### config.mk
export PLATFORM = sky130hd
export DESIGN_NAME = ppdc_ctrl
export DESIGN_NICKNAME = d
export VERILOG_FILES = /design/src/ppdc_pkg.sv /design/src/ppdc_ctrl.sv
export SDC_FILE = /design/constraint.sdc
export NUM_CORES = 1
export LEC_CHECK = 0
export BUFFER_PORTS_ARGS = -buffer_cell sky130_fd_sc_hd__buf_2
export CAP_MARGIN = 20
export CORE_UTILIZATION = 40
export CTS_BUF_LIST = sky130_fd_sc_hd__clkbuf_4
export DETAILED_ROUTE_END_ITERATION = 12
export GPL_ROUTABILITY_DRIVEN = 1
export PLACE_DENSITY_LB_ADDON = 0.15
export SYNTH_ARGS = -nofsm -noshare
export SYNTH_HDL_FRONTEND = slang
export SYNTH_SLANG_ARGS = --single-unit
### constraint.sdc
create_clock -name clk_i -period 3.15 [get_ports clk_i]
set_clock_uncertainty 0.05 [all_clocks]
set_input_delay 0.63 -clock clk_i [delete_from_list [all_inputs] [get_ports clk_i]]
set_output_delay 0.63 -clock clk_i [all_outputs]
set_load 0.005 [all_outputs]
### src/ppdc_pkg.sv
// ppdc_pkg: shared constants, opcodes, register indexes and the controller/datapath command type
// used by the polar pi drive controller datapath, controller and top level
package ppdc_pkg;

  localparam logic [1:0] OP_TICK = 2'd0;
  localparam logic [1:0] OP_LINE = 2'd1;
  localparam logic [1:0] OP_ROT  = 2'd2;
  localparam logic [1:0] OP_NOP  = 2'd3;

  localparam logic [2:0] REG_DGP = 3'd0;
  localparam logic [2:0] REG_DGI = 3'd1;
  localparam logic [2:0] REG_BGP = 3'd2;
  localparam logic [2:0] REG_BGI = 3'd3;
  localparam logic [2:0] REG_SGP = 3'd4;
  localparam logic [2:0] REG_SGI = 3'd5;
  localparam logic [2:0] REG_ADS = 3'd6;
  localparam logic [2:0] REG_AAN = 3'd7;

  localparam int PiQ     = 25736;
  localparam int HalfPiQ = 12868;
  localparam int TwoPiQ  = 51472;
  localparam int OneQ    = 16384;

  function automatic logic signed [14:0] atan_entry(input logic [3:0] i);
    logic signed [14:0] r;
    unique case (i)
      4'd0: r = 15'sd6434;
      4'd1: r = 15'sd3798;
      4'd2: r = 15'sd2007;
      4'd3: r = 15'sd1019;
      4'd4: r = 15'sd511;
      4'd5: r = 15'sd256;
      4'd6: r = 15'sd128;
      4'd7: r = 15'sd64;
      4'd8: r = 15'sd32;
      4'd9: r = 15'sd16;
      4'd10: r = 15'sd8;
      4'd11: r = 15'sd4;
      4'd12: r = 15'sd2;
      4'd13: r = 15'sd1;
      default: r = 15'sd0;
    endcase
    return r;
  endfunction

  // one step of the datapath sequence, issued by the controller
  typedef struct packed {
    logic load;     // capture item, compute dx dy terr
    logic sqrt_st;  // one isqrt step
    logic cord_st;  // one cordic step
    logic post;     // clamp, fold, sums
    logic mul_st;   // one product term
    logic combine;  // form left and right
    logic div_st;   // one quotient bit
    logic finish;   // write result register
  } ppdc_cmd_t;

  typedef struct packed {
    logic rot;
    logic need_div;
  } ppdc_sts_t;

endpackage

### src/ppdc_ctrl.sv
// ppdc_ctrl: sequencer for one item and the output handshake
// depends on ppdc_pkg; drives ppdc_datapath by command
module ppdc_ctrl
  import ppdc_pkg::*;
(
  input  logic        clk_i,
  input  logic        rst_ni,
  input  logic        in_valid_i,
  output logic        in_stall_o,
  input  logic [1:0]  opcode_i,
  output logic        out_valid_o,
  input  logic        out_stall_i,
  input  ppdc_sts_t   sts_i,
  output ppdc_cmd_t   cmd_o,
  output logic [2:0]  step_o
);

  localparam logic [2:0] S_IDLE = 3'd0;
  localparam logic [2:0] S_SQRT = 3'd1;
  localparam logic [2:0] S_CORD = 3'd2;
  localparam logic [2:0] S_POST = 3'd3;
  localparam logic [2:0] S_MUL  = 3'd4;
  localparam logic [2:0] S_COMB = 3'd5;
  localparam logic [2:0] S_DIV  = 3'd6;
  localparam logic [2:0] S_FIN  = 3'd7;

  logic [2:0] state_q, state_d;
  logic [4:0] cnt_q, cnt_d;
  logic       ov_q, ov_d;
  logic       busy;

  // one item in flight; the output register decouples the receiver
  assign busy = (state_q != S_IDLE) || (ov_q && out_stall_i);
  assign in_stall_o = busy;
  assign out_valid_o = ov_q;
  assign step_o = cnt_q[2:0];

  always_comb begin
    state_d = state_q; cnt_d = cnt_q; ov_d = ov_q;
    cmd_o = '0;
    if (ov_q && !out_stall_i) ov_d = 1'b0;
    unique case (state_q)
      S_IDLE: if (in_valid_i && !busy) begin
        cmd_o.load = 1'b1; cnt_d = '0;
        state_d = (opcode_i == OP_TICK) ? S_SQRT : S_FIN;
      end
      S_SQRT: begin
        cmd_o.sqrt_st = 1'b1;
        cnt_d = cnt_q + 5'd1;
        if (cnt_q == 5'd16) begin state_d = S_CORD; cnt_d = '0; end
      end
      S_CORD: begin
        cmd_o.cord_st = 1'b1;
        cnt_d = cnt_q + 5'd1;
        if (cnt_q == 5'd13) begin state_d = S_POST; cnt_d = '0; end
      end
      S_POST: begin cmd_o.post = 1'b1; state_d = S_MUL; cnt_d = '0; end
      S_MUL: begin
        cmd_o.mul_st = 1'b1;
        cnt_d = cnt_q + 5'd1;
        if (cnt_q == (sts_i.rot ? 5'd1 : 5'd3)) begin state_d = S_COMB; cnt_d = '0; end
      end
      S_COMB: begin
        cmd_o.combine = 1'b1;
        state_d = sts_i.need_div ? S_DIV : S_FIN;
      end
      S_DIV: begin
        cmd_o.div_st = 1'b1;
        cnt_d = cnt_q + 5'd1;
        if (cnt_q == 5'd14) state_d = S_FIN;
      end
      S_FIN: begin cmd_o.finish = 1'b1; ov_d = 1'b1; state_d = S_IDLE; end
      default: state_d = S_IDLE;
    endcase
  end

  always_ff @(posedge clk_i or negedge rst_ni) begin
    if (!rst_ni) begin
      state_q <= S_IDLE; cnt_q <= '0; ov_q <= 1'b0;
    end else begin
      state_q <= state_d; cnt_q <= cnt_d; ov_q <= ov_d;
    end
  end

  a_no_accept_busy: assert property (@(posedge clk_i) disable iff (!rst_ni)
    (state_q != S_IDLE) |-> in_stall_o) else $error("request taken while busy");
  a_fin_sets_valid: assert property (@(posedge clk_i) disable iff (!rst_ni)
    (state_q == S_FIN) |=> out_valid_o) else $error("result not presented");
  a_one_cmd: assert property (@(posedge clk_i) disable iff (!rst_ni)
    $onehot0(cmd_o)) else $error("more than one datapath command");

endmodule

==> results.sh <==
export IMPL_drive_above_1_share_pct=28.71
export IMPL_crit_family="compound AO/OA/AOI/OAI gates"
export IMPL_place_hpwl_mm=1.178
export IMPL_layout_commonest_cell="buf_2"
export IMPL_die_y_um=44.67
export IMPL_holdBufCountCts=0
export IMPL_die_w_um=44.67
export IMPL_p_leak_uw=0.0004194
export IMPL_synth_area_um2=728.2
export IMPL_path_cells="inv_1 -> ha_1 -> nand2_1 -> o311a_1 -> a221o_1 -> a211oi_2 -> mux2_1"
export IMPL_grtUsageTotal_pct=18.36
export IMPL_p_sw_uw=374.1
export IMPL_path_class="flip-flop to flip-flop"
export IMPL_grt_max_degree=14
export IMPL_worstSkewPairLatency_ns=0.26
export IMPL_drt_iter0_drc=12
export IMPL_antennaDiodeCount=0
export IMPL_antenna_found_initial=0
export IMPL_postCtsSetupBuffers=0
export IMPL_first_pass_iters=4
export IMPL_cts_sinks=9
export IMPL_critPathMaxStageDelay_ns=0.46
export IMPL_io_pins=21
export IMPL_status="finished clean"
export IMPL_sw_frac_of_total_pct=46.42
export IMPL_clk_pin_slew_ns=0.07
export IMPL_root_buffer="clkbuf_4"
export IMPL_slew_violations=0
export IMPL_numCtsBuffers=3
export IMPL_timing_final_crit_share_pct=69.17
export IMPL_cts_resized_gates=0
export IMPL_worstPathMaxFanout=8
export IMPL_p_clk_share_pct=12.6
export IMPL_slowest_stage="dfrtp_1"
export IMPL_ys_seq_area_share_pct=30.93
export IMPL_rsz0062_at_grt="false"
export IMPL_gp_congestion=0.7998
export IMPL_synth_async_sr_flop_share_pct=100.0
export IMPL_rows=15
export IMPL_die_area_mm2=0.001995
export IMPL_cts_tree="built"
export IMPL_cp_end_kind="flip-flop"
export IMPL_hold_path_class="input pin to async pin"
export IMPL_synth_main_ff_cell="dfrtp_1"
export IMPL_grt_pass1_wl_mm=2.601
export IMPL_grt_pass1_vias=578
export IMPL_portBuffers=20
export IMPL_route_detailed_drc=0
export IMPL_timing_slew_headroom_pct=72.27
export IMPL_synth_edf_count=0
export IMPL_path_depth=7
export IMPL_critPathLaunchType="flip-flop"
export IMPL_whs_ns=0.1551
export IMPL_initial_core_util_pct=42.64
export IMPL_syn_inst=85
export IMPL_yosysWarningCount=0
export IMPL_worstPathArrival_ns=2.28
export IMPL_setup_viol=0
export IMPL_synth_distinct_cells=32
export IMPL_nNetsFinal=114
export IMPL_drt_wl_total_mm=1.550
export IMPL_ant_nets=0
export IMPL_overflow=0
export IMPL_critPathBufInv=1
export IMPL_rrSetupSlack_ns=0.97
export IMPL_irDropWorstVdd_mv=0.4869
export IMPL_min_period_ns=2.179
export IMPL_worstRegToRegCells=7
export IMPL_ys_ff_latch=9
export IMPL_cts_htree_levels=1
export IMPL_hold_viol_final=0
export IMPL_worstMarginPinSlew_ns=0.4132
export IMPL_core_mm2=0.001708
export IMPL_p_comb_share_pct=53.9
export IMPL_crit_required_ns=3.25
export IMPL_syn_avg_cell_area_um2=8.567
export IMPL_ctsLongestPathBuffers=2
export IMPL_syn_num_nets=97
export IMPL_post_drt_via_cell_ratio=5.143
export IMPL_drv_cap=0
export IMPL_internal_power_uw=431.9
export IMPL_dp_cells=122
export IMPL_fmax_mhz=458.9
export IMPL_seqPwrFrac_pct=33.5
export IMPL_power_density_mw_per_mm2=985.1
export IMPL_final_cell_mix="20 x buf_2, 12 x nor2_1, 9 x nand2_1, 9 x dfrtp_1, 6 x inv_1"
export IMPL_vias=648
export IMPL_fin_cells=126
export IMPL_post_drt_wl_per_cell_um=12.30
export IMPL_area_delta_synth_final_pct=12.37
export IMPL_setup_tns_ns=0
worst reg2reg max path: stages, from the launching register on:
cell and delay, ns:
dfrtp_1 0.46, inv_1 0.11, ha_1 0.15, nand2_1 0.05
o311a_1 0.34, a221o_1 0.31, a211oi_2 0.26, mux2_1 0.35
cell type report:
class / count / area [µm²]
fillers: 179 / 889.6
multi-input cells: 62 / 409.1
flip-flops and latches: 9 / 225.2
repair buffers: 20 / 100.1
well taps: 25 / 31.28
clock buffers: 4 / 30.03
inverters: 6 / 22.52
per-stage QoR:
step / power [µW] / util (%) / worst slack, ns / area, µm²
2_1_floorplan: 637.8 / - / 1.115 / 728.2
3_3_place_gp: 701.7 / 46.15 / 1.037 / 788.3
3_5_place_dp: 707.1 / 46.15 / 0.9876 / 788.3
4_1_cts: 811.0 / 47.91 / 0.9762 / 818.3
5_1_grt: 888.2 / 47.91 / 0.8566 / 818.3
6_report: 806.1 / 47.91 / 0.9710 / 818.3
power by group through the flow:
| stage | clock, µW | combinational [µW] | sequential, µW |
|---|---|---|---|
| 2_1_floorplan | 0 | 426 | 211 |
| 3_5_place_dp | 0 | 434 | 273 |
| 3_3_place_gp | 0 | 430 | 271 |
| 4_1_cts | 105 | 436 | 270 |
| 6_report | 101 | 434 | 270 |
| 5_1_grt | 110 | 493 | 285 |
cells by family after synthesis:
kind of cell               count (synthesis)  synth area share (%)
adders and majority gates                  4                 6.873
muxes                                      1                 1.546
AOI/OAI and AO/OA                         19                 19.93
buffers and inverters                     14                 12.89
DFF                                        9                 30.93
xor gates and xnor gates                   1                 1.203
and+or+nand+nor                           37                 26.63
worst paths after layout:
check	from	endpoint
worst max-delay path	cnt_q[0]	state_q[0]
worst min-delay path	rst_ni	state_q[0]
worst max register to register	cnt_q[0]	state_q[0]
worst min register to register	out_valid_o	out_valid_o
max in group asynchronous	rst_ni	state_q[2]
min in group clk_i	out_valid_o	out_valid_o
sequential cells by signal, indices dropped and copies added, names as in the netlist:
| register | count |
|---|---|
| out_valid_o | 1 |
| cnt_q | 5 |
| state_q | 3 |
cells in the mapped netlist, types with 2 or more instances:
cell type	instances	share of area (%)
nor2_1	12	6.2
dfrtp_1	9	31
nand2_1	9	4.6
inv_1	6	3.1
buf_4	5	5.2
nor3_1	5	3.4
ha_1	4	6.9
a21oi_1	3	2.1
buf_6	3	4.6
nand2b_1	3	2.6
nand3_1	3	2.1
o21ai_0	2	1.4
o22ai_1	2	1.7
routing by layer:
metal	up-vias	GRT usage (%)	wire, µm
li1	324	-	-
met1	304	23.43	752
met2	18	29.41	709
met3	2	2.449	74
met4	0	10.91	13
met5	-	0	0
Note: power is estimated with default switching activity, not from simulation.
